**src/rmma_pkg.sv**
```systemverilog
// Shared constants for the running metric moving-average block.
// No dependencies; imported by every module under src.
package rmma_pkg;

    localparam int WINDOW_DEF   = 5;
    localparam int CAD_W        = 8;
    localparam int CONTACT_W    = 16;
    localparam int STRIKE_W     = 8;
    localparam int CMD_W        = 2;
    localparam int CAD_SHOWN_W  = 9;
    localparam int ST_SHOWN_W   = 12;
    localparam int STRIKE_SCALE = 10;

    localparam logic [CMD_W-1:0] CMD_CADENCE = 2'd0;
    localparam logic [CMD_W-1:0] CMD_CONTACT = 2'd1;
    localparam logic [CMD_W-1:0] CMD_TAKE    = 2'd2;

    typedef struct packed {
        logic cad;
        logic custom;
        logic ready;
    } fresh_t;

endpackage

```
**src/rmma_cell.sv**
```systemverilog
// One stage of a sample delay line: holds a sample and passes it on.
// Depends on rmma_pkg.
module rmma_cell
    import rmma_pkg::*;
#(
    parameter int W = CAD_W
) (
    input  logic         aclk,
    input  logic         aresetn,
    input  logic         shift_en,
    input  logic [W-1:0] din,
    output logic [W-1:0] dout
);

    logic [W-1:0] sample_reg;

    always_ff @(posedge aclk) begin
        if (!aresetn) begin
            sample_reg <= '0;
        end else if (shift_en) begin
            sample_reg <= din;
        end
    end

    assign dout = sample_reg;

endmodule

```
**src/rmma_window.sv**
```systemverilog
// Window of the last WINDOW samples as a chain of cells, plus running sum.
// Depends on rmma_pkg and rmma_cell.
module rmma_window
    import rmma_pkg::*;
#(
    parameter int W      = CAD_W,
    parameter int WINDOW = WINDOW_DEF,
    parameter int TW     = W + $clog2(WINDOW + 1)
) (
    input  logic          aclk,
    input  logic          aresetn,
    input  logic          shift_en,
    input  logic [W-1:0]  sample,
    output logic [TW-1:0] total
);

    logic [W-1:0]  tap [WINDOW];
    logic [TW-1:0] total_reg;
    logic [TW-1:0] total_next;

    genvar i;
    generate
        for (i = 0; i < WINDOW; i++) begin : g_cell
            if (i == 0) begin : g_head
                rmma_cell #(.W(W)) u_cell (
                    .aclk    (aclk),
                    .aresetn (aresetn),
                    .shift_en(shift_en),
                    .din     (sample),
                    .dout    (tap[i])
                );
            end else begin : g_body
                rmma_cell #(.W(W)) u_cell (
                    .aclk    (aclk),
                    .aresetn (aresetn),
                    .shift_en(shift_en),
                    .din     (tap[i-1]),
                    .dout    (tap[i])
                );
            end
        end
    endgenerate

    // Sample leaving the window is the last tap (zero until the line fills).
    assign total_next = total_reg + TW'(sample) - TW'(tap[WINDOW-1]);

    always_ff @(posedge aclk) begin
        if (!aresetn) begin
            total_reg <= '0;
        end else if (shift_en) begin
            total_reg <= total_next;
        end
    end

    assign total = total_reg;

endmodule

```
**src/rmma_div.sv**
```systemverilog
// Restoring divider, one quotient bit per cycle, shared by all averages.
// Depends on rmma_pkg.
module rmma_div
    import rmma_pkg::*;
#(
    parameter int NW = 19,
    parameter int DW = 3
) (
    input  logic          aclk,
    input  logic          aresetn,
    input  logic          start,
    input  logic [NW-1:0] dividend,
    input  logic [DW-1:0] divisor,
    output logic          done,
    output logic [NW-1:0] quotient
);

    localparam int CW = $clog2(NW + 1);

    logic [DW:0]   rem_reg;
    logic [NW-1:0] quo_reg;
    logic [DW-1:0] dvs_reg;
    logic [CW-1:0] cnt_reg;
    logic          busy_reg;
    logic          done_reg;

    logic [DW:0]   rem_sh;
    logic          fits;

    assign rem_sh = {rem_reg[DW-1:0], quo_reg[NW-1]};
    assign fits   = (rem_sh >= {1'b0, dvs_reg});

    always_ff @(posedge aclk) begin
        if (!aresetn) begin
            busy_reg <= 1'b0;
            done_reg <= 1'b0;
            cnt_reg  <= '0;
        end else begin
            done_reg <= 1'b0;
            if (start) begin
                busy_reg <= 1'b1;
                cnt_reg  <= CW'(NW);
            end else if (busy_reg) begin
                cnt_reg <= cnt_reg - 1'b1;
                if (cnt_reg == CW'(1)) begin
                    busy_reg <= 1'b0;
                    done_reg <= 1'b1;
                end
            end
        end
    end

    always_ff @(posedge aclk) begin
        if (start) begin
            rem_reg <= '0;
            quo_reg <= dividend;
            dvs_reg <= divisor;
        end else if (busy_reg) begin
            rem_reg <= fits ? (rem_sh - {1'b0, dvs_reg}) : rem_sh;
            quo_reg <= {quo_reg[NW-2:0], fits};
        end
    end

    assign done     = done_reg;
    assign quotient = quo_reg;

endmodule

```
**src/running_metric_moving_average.sv**
```systemverilog
// Moving averages of cadence, contact time and strike over WINDOW samples.
// Depends on rmma_pkg, rmma_window, rmma_div.
//
// Input channel s_*: one transaction per command. s_tuser carries the
// command (cadence sample, contact/strike sample, take update); s_tdata
// carries the samples. Every command returns exactly one result on m_*:
// the held averages plus the update_ready flag (set only on a take that
// found both groups fresh, which also clears the flags).
// Each metric keeps its window in a chain of delay cells with a running
// sum; averages come from one shared restoring divider that produces one
// quotient bit per cycle over DIV_W = 16 + clog2(WINDOW+1) bits (19 at
// WINDOW = 5).
// A take, a zero sample or an unused command goes straight from idle to the
// done state; a cadence sample first runs one division, a contact/strike
// sample two in turn (contact time, then strike).
// One item is worked on at a time; s_tready is high only while idle.
// The result sits in an output register, so the next item is taken while a
// result waits; a stalled receiver blocks only the finish of that next item.
// Synchronous reset (aresetn low) empties all windows, zeros the averages
// and flags, and drops any pending result.
module running_metric_moving_average
    import rmma_pkg::*;
#(
    parameter int WINDOW = WINDOW_DEF
) (
    input  logic        aclk,
    input  logic        aresetn,
    input  logic        s_tvalid,
    output logic        s_tready,
    // [7:0] cadence_sample, [23:8] contact_time_sample, [31:24] strike_sample
    input  logic [31:0] s_tdata,
    // [1:0] command
    input  logic [1:0]  s_tuser,
    output logic        m_tvalid,
    input  logic        m_tready,
    // [8:0] cadence_shown, [24:9] contact_time_shown, [36:25] strike_shown,
    // [37] update_ready, [39:38] zero
    output logic [39:0] m_tdata
);

    localparam int FILL_W = $clog2(WINDOW + 1);
    localparam int CAD_TW = CAD_W + FILL_W;
    localparam int CT_TW  = CONTACT_W + FILL_W;
    localparam int ST_TW  = STRIKE_W + FILL_W;
    localparam int DIV_W  = CT_TW;

    localparam logic [2:0] S_IDLE    = 3'd0;
    localparam logic [2:0] S_CAD_GO  = 3'd1;
    localparam logic [2:0] S_CAD_WT  = 3'd2;
    localparam logic [2:0] S_CT_GO   = 3'd3;
    localparam logic [2:0] S_CT_WT   = 3'd4;
    localparam logic [2:0] S_ST_GO   = 3'd5;
    localparam logic [2:0] S_ST_WT   = 3'd6;
    localparam logic [2:0] S_DONE    = 3'd7;

    logic [CMD_W-1:0]     cmd;
    logic [CAD_W-1:0]     cad_in;
    logic [CONTACT_W-1:0] ct_in;
    logic [STRIKE_W-1:0]  st_in;

    logic [2:0]            state_reg, state_next;
    logic [FILL_W-1:0]     cad_fill_reg, cad_fill_next;
    logic [FILL_W-1:0]     cust_fill_reg, cust_fill_next;
    fresh_t                fresh_reg, fresh_next;
    logic                  upd_reg, upd_next;
    logic [CAD_SHOWN_W-1:0] shown_cad_reg, shown_cad_next;
    logic [CONTACT_W-1:0]  shown_ct_reg, shown_ct_next;
    logic [ST_SHOWN_W-1:0] shown_st_reg, shown_st_next;
    logic                  m_valid_reg, m_valid_next;
    logic [39:0]           m_data_reg, m_data_next;

    logic                  accept;
    logic                  cad_shift;
    logic                  cust_shift;
    logic [CAD_TW-1:0]     cad_total;
    logic [CT_TW-1:0]      ct_total;
    logic [ST_TW-1:0]      st_total;

    logic                  div_start;
    logic [DIV_W-1:0]      div_dividend;
    logic [FILL_W-1:0]     div_divisor;
    logic                  div_done;
    logic [DIV_W-1:0]      div_quo;

    assign cmd    = s_tuser;
    assign cad_in = s_tdata[7:0];
    assign ct_in  = s_tdata[23:8];
    assign st_in  = s_tdata[31:24];

    assign s_tready   = (state_reg == S_IDLE);
    assign accept     = s_tvalid && s_tready;
    assign cad_shift  = accept && (cmd == CMD_CADENCE) && (cad_in != '0);
    assign cust_shift = accept && (cmd == CMD_CONTACT) && (ct_in != '0);

    rmma_window #(.W(CAD_W), .WINDOW(WINDOW), .TW(CAD_TW)) u_cad_win (
        .aclk    (aclk),
        .aresetn (aresetn),
        .shift_en(cad_shift),
        .sample  (cad_in),
        .total   (cad_total)
    );

    rmma_window #(.W(CONTACT_W), .WINDOW(WINDOW), .TW(CT_TW)) u_ct_win (
        .aclk    (aclk),
        .aresetn (aresetn),
        .shift_en(cust_shift),
        .sample  (ct_in),
        .total   (ct_total)
    );

    rmma_window #(.W(STRIKE_W), .WINDOW(WINDOW), .TW(ST_TW)) u_st_win (
        .aclk    (aclk),
        .aresetn (aresetn),
        .shift_en(cust_shift),
        .sample  (st_in),
        .total   (st_total)
    );

    rmma_div #(.NW(DIV_W), .DW(FILL_W)) u_div (
        .aclk    (aclk),
        .aresetn (aresetn),
        .start   (div_start),
        .dividend(div_dividend),
        .divisor (div_divisor),
        .done    (div_done),
        .quotient(div_quo)
    );

    always_comb begin
        div_start    = 1'b0;
        div_dividend = DIV_W'(cad_total);
        div_divisor  = cad_fill_reg;
        case (state_reg)
            S_CAD_GO: begin
                div_start = 1'b1;
            end
            S_CT_GO: begin
                div_start    = 1'b1;
                div_dividend = DIV_W'(ct_total);
                div_divisor  = cust_fill_reg;
            end
            S_ST_GO: begin
                div_start    = 1'b1;
                div_dividend = DIV_W'(st_total) * DIV_W'(STRIKE_SCALE);
                div_divisor  = cust_fill_reg;
            end
            default: begin
            end
        endcase
    end

    always_comb begin
        state_next     = state_reg;
        cad_fill_next  = cad_fill_reg;
        cust_fill_next = cust_fill_reg;
        fresh_next     = fresh_reg;
        upd_next       = upd_reg;
        shown_cad_next = shown_cad_reg;
        shown_ct_next  = shown_ct_reg;
        shown_st_next  = shown_st_reg;
        m_valid_next   = m_valid_reg;
        m_data_next    = m_data_reg;

        if (m_valid_reg && m_tready) begin
            m_valid_next = 1'b0;
        end

        case (state_reg)
            S_IDLE: begin
                if (accept) begin
                    upd_next   = 1'b0;
                    state_next = S_DONE;
                    case (cmd)
                        CMD_CADENCE: begin
                            if (cad_shift) begin
                                fresh_next.cad = 1'b1;
                                if (cad_fill_reg != FILL_W'(WINDOW)) begin
                                    cad_fill_next = cad_fill_reg + 1'b1;
                                end
                                state_next = S_CAD_GO;
                            end
                            if ((cad_shift || fresh_reg.cad) && fresh_reg.custom) begin
                                fresh_next.ready = 1'b1;
                            end
                        end
                        CMD_CONTACT: begin
                            if (cust_shift) begin
                                fresh_next.custom = 1'b1;
                                if (cust_fill_reg != FILL_W'(WINDOW)) begin
                                    cust_fill_next = cust_fill_reg + 1'b1;
                                end
                                state_next = S_CT_GO;
                            end
                        end
                        CMD_TAKE: begin
                            if (fresh_reg.ready) begin
                                fresh_next = '0;
                                upd_next   = 1'b1;
                            end
                        end
                        default: begin
                        end
                    endcase
                end
            end
            S_CAD_GO: state_next = S_CAD_WT;
            S_CAD_WT: begin
                if (div_done) begin
                    shown_cad_next = {div_quo[CAD_W-1:0], 1'b0};
                    state_next     = S_DONE;
                end
            end
            S_CT_GO: state_next = S_CT_WT;
            S_CT_WT: begin
                if (div_done) begin
                    shown_ct_next = div_quo[CONTACT_W-1:0];
                    state_next    = S_ST_GO;
                end
            end
            S_ST_GO: state_next = S_ST_WT;
            S_ST_WT: begin
                if (div_done) begin
                    shown_st_next = div_quo[ST_SHOWN_W-1:0];
                    state_next    = S_DONE;
                end
            end
            S_DONE: begin
                // load the output register once the previous transaction left
                if (!m_valid_reg || m_tready) begin
                    m_valid_next = 1'b1;
                    m_data_next  = {2'b00, upd_reg, shown_st_reg, shown_ct_reg,
                                    shown_cad_reg};
                    state_next   = S_IDLE;
                end
            end
            default: state_next = S_IDLE;
        endcase
    end

    always_ff @(posedge aclk) begin
        if (!aresetn) begin
            state_reg     <= S_IDLE;
            cad_fill_reg  <= '0;
            cust_fill_reg <= '0;
            fresh_reg     <= '0;
            upd_reg       <= 1'b0;
            shown_cad_reg <= '0;
            shown_ct_reg  <= '0;
            shown_st_reg  <= '0;
            m_valid_reg   <= 1'b0;
        end else begin
            state_reg     <= state_next;
            cad_fill_reg  <= cad_fill_next;
            cust_fill_reg <= cust_fill_next;
            fresh_reg     <= fresh_next;
            upd_reg       <= upd_next;
            shown_cad_reg <= shown_cad_next;
            shown_ct_reg  <= shown_ct_next;
            shown_st_reg  <= shown_st_next;
            m_valid_reg   <= m_valid_next;
        end
    end

    always_ff @(posedge aclk) begin
        m_data_reg <= m_data_next;
    end

    assign m_tvalid = m_valid_reg;
    assign m_tdata  = m_data_reg;

endmodule
```
**config.mk**
```make
export PLATFORM = sky130hd
export DESIGN_NAME = running_metric_moving_average
export DESIGN_NICKNAME = d
export VERILOG_FILES = /design/src/rmma_pkg.sv /design/src/rmma_cell.sv /design/src/rmma_window.sv /design/src/rmma_div.sv /design/src/running_metric_moving_average.sv
export SDC_FILE = /design/constraint.sdc
export NUM_CORES = 1
export LEC_CHECK = 0
export BUFFER_PORTS_ARGS = -buffer_cell sky130_fd_sc_hd__buf_2
export CAP_MARGIN = 20
export CELL_PAD_IN_SITES_DETAIL_PLACEMENT = 1
export CELL_PAD_IN_SITES_GLOBAL_PLACEMENT = 2
export CORE_ASPECT_RATIO = 0.6
export CORE_UTILIZATION = 36
export DETAILED_ROUTE_END_ITERATION = 16
export PLACE_DENSITY = 0.88
export RECOVER_POWER = 25
export SYNTH_ARGS = -nofsm -noshare
export SYNTH_HDL_FRONTEND = slang
export SYNTH_SLANG_ARGS = --single-unit
export TNS_END_PERCENT = 20
```
**constraint.sdc**
```tcl
create_clock -name aclk -period 8.9 [get_ports aclk]
set_input_delay 1.335 -clock aclk [delete_from_list [all_inputs] [get_ports aclk]]
set_output_delay 1.335 -clock aclk [all_outputs]
set_load 0.005 [all_outputs]
```
==> results by group <==
Run status
  • Status: complete, but fails checks
  • Violated checks: max-capacitance violations, max-slew violations

Drt
  • Drt drc: 0
  • WL/cell: 16.4 um
  • Final WL: 39.2 mm
  • DR iter-0 viols: approximately 740
  • Antenna-violating nets left: 0
  • DRT Pass-1 Iters: 5
  • DR vias: ~12,000
  • Vias/cell: 5.05

Timing
  • Fmax: 0.258 GHz
  • Setup TNS: 0 ns
  • Slew Viols, Final: 35
  • Worst Skew: 0.0260 ns
  • Endpoints failing hold: 0
  • Slew @ Worst Pin: 1.84 ns
  • RSZ-0062 raised after global routing: no
  • Tmin final: just under 4 ns
  • Fin crit share: 0.435
  • Max_slew headroom: -0.229
  • Setup violators final: 0

Min path
  • Critical hold path startpoint: u_ct_win.g_cell[3].g_body.u_cell.dout[12]
  • Hold WC Path Type: flip-flop to flip-flop

Cells and area
  • Largest register FFs: 64
  • ANT cells: 0
  • Cell area after layout: 16,900 um^2
  • Area delta synth->final: 12.5%
  • Filler cells: ~4,900
  • Final net count: approximately 1,900
  • Commonest non-fill, non-tap cells in the layout: nand2_1 (464), a21oi_1 (275), dfxtp_1 (261)
  • Most common cell after layout, fill and taps aside: nand2_1
  • Share of layout cells above drive strength 1: 0.0836
  • Fin util: 0.414

GRT
  • Total track usage: 0.183
  • Pin count of the biggest net entering global routing: 171
  • Initial antenna violation count: 0
  • Grt ovf: 0
  • Vias in the first global route: 12,125
  • First-pass GRT wire length: 63.8 mm

Place
  • Routability cong.: between 0.8 and 0.9
  • DPL Wire Length: 27.2 mm
  • Placed cell areas: 15,700 um^2
  • PortBufs: 76

Worst setup path
  • Critical Path Fanout Max: between 150 and 200
  • Startpoint types: input port
  • Crit end category: flip-flop
  • Crit path launch: aresetn
  • RR Startpoint: state_reg[2]
  • Arrival @ worst endpoint: roughly 4.4 ns
  • Setup CP Type: input port to flip-flop
  • WP data required: 9.39 ns

Clock network
  • Clock-pin slew on the worst setup and hold paths: 0.07 ns
  • Clock Tree Buf Depth: 3
  • Clock sinks: 320
  • Root cell of the clock tree: clkbuf_16
  • Clock Latency Late Sink: 0.59 ns
  • TritonCTS clock tree: done
  • # Post-CTS Setup Buffers: 0
  • Post-cts resize count: 0
  • H-tree depth: 1
  • Num CTS Buffers: 31
  • Post-CTS Hold Fix Bufs: 0

Logic synthesis
  • Main synth FF type: dfxtp_1
  • Synth Cell Area: 15,000 um^2
  • Mux cell area share after synthesis: 0.00417
  • Largest family of logic cells by synthesized area: simple AND/OR/NAND/NOR gates
  • Yosys warns: 0
  • Area contributors post-synth: dfxtp_1 (35%), edfxtp_1 (12%), nand2_1 (12%)
  • Compound-Gate Fraction of Synth Area: 0.163
  • Share of flip-flops with an asynchronous set or reset: 0
  • Post-synth cell types: 70
  • Synth Instances: 1,780
  • Avg Synthesized Cell Area: 8.43 um^2
  • Post-synthesis sequential area ratio: 0.466
  • Xor-xnor portion of the synthesized cell area: 0.0198
  • Post-synthesis register bit count: 320
  • Cell taking the most area after synthesis: dfxtp_1
  • Synth Area in Adders: 0.102
  • Area share of the largest cell type after synthesis: 0.348
  • Simple-gate share of the synthesized area: 0.176
  • EDFF count, synth: 59

Floorplanning
  • Die Span Y: roughly 160 um
  • Core ar.: 40,800 um^2
  • Chip width: 266 um
  • Die area: 42,500 um^2
  • Row cnt: 57
  • Ports: 80
  • Starting Density: 0.368

Pwr
  • Lkg Pwr: 6.33 nW
  • Pwr Density: 207 nW/um^2
  • Maximum vdd drop: 0.137 mV

Flow run
  • Max-Cap Viols: 1
==> cell usage after synthesis, types with 6 or more instances <==
| cell | instances |
|---|---|
| xor2_1 | 9 |
| o22ai_1 | 15 |
| buf_1 | 13 |
| ha_1 | 68 |
| xnor2_1 | 25 |
| o21a_1 | 10 |
| nor2_1 | 68 |
| o21ai_1 | 7 |
| buf_2 | 18 |
| nand2_1 | 464 |
| nand3_1 | 23 |
| a211oi_1 | 17 |
| nor3_1 | 15 |
| inv_1 | 158 |
| nand4_1 | 8 |
| or3_1 | 9 |
| nor2b_1 | 6 |
| nor4_1 | 8 |
| o21bai_1 | 7 |
| a21o_1 | 15 |
| fa_1 | 34 |
| a21oi_1 | 275 |
| clkbuf_1 | 56 |
| o21ai_0 | 32 |
| edfxtp_1 | 59 |
| a31oi_1 | 13 |
| dfxtp_1 | 261 |
==> critical path: stages <==
cell and delay [ns]:
clkbuf_1 0.96, inv_8 0.59, buf_4 0.61, or4_1 0.63
o311ai_1 0.12
==> routing by layer <==
metal  GRT usage  wire, um  up-vias  share of wire
li1            -         -     5967              -
met1       0.273     20200     5884           0.51
met2       0.277     16800      179           0.43
met3      0.0310      1640       47          0.042
met4      0.0350       635        0          0.016
met5           0         0        -              0
==> power breakdown <==
part | internal (W) | switching, W
logic | 0.000172 | 0.000294
clock network | 0.000857 | 0.000603
registers | 0.00152 | 0.0000464
==> cell type report <==
| type | instances | area, um^2 | area share |
|---|---|---|---|
| timing repair buffer | 87 | 478 | 0.0283 |
| tap | 560 | 701 | 0.0415 |
| sequential | 320 | 7000 | 0.414 |
| clock buffer | 33 | 805 | 0.0476 |
| multi-input combinational | 1206 | 7000 | 0.414 |
| clock inverter | 24 | 304 | 0.0180 |
| inverter | 160 | 608 | 0.0360 |
==> cells by family after synthesis <==
| family | count (synthesis) |
|---|---|
| DFF | 320 |
| xor gates and xnor gates | 34 |
| AOI/OAI and AO/OA | 428 |
| buffers and inverters | 256 |
| other | 1 |
| muxes | 6 |
| adders and majority gates | 102 |
| and+or+nand+nor | 633 |
==> worst paths after layout <==
path / slack (ns) / endpoint / cells after the start
worst max-delay path: 5.03 / u_ct_win.total[15] / 5
worst min-delay path: 0.43 / u_ct_win.g_cell[4].g_body.u_cell.dout[12] / 2
worst min register to register: 0.43 / u_ct_win.g_cell[4].g_body.u_cell.dout[12] / 2
worst max register to register: 5.42 / m_tdata[8] / 3
==> metrics by stage <==
stage                     hold slack, ns  setup slack, ns  cells  total power, W
after global routing               0.445             4.88   2390         0.00364
after global placement             0.415             4.56   2330         0.00204
final                              0.429             5.03   2390         0.00349
after detailed placement           0.420             4.53   2330         0.00206
after CTS                          0.436             5.14   2387         0.00353
after floorplan                    0.408             5.23   1782         0.00192
Note: power is estimated with default switching activity, not from simulation.
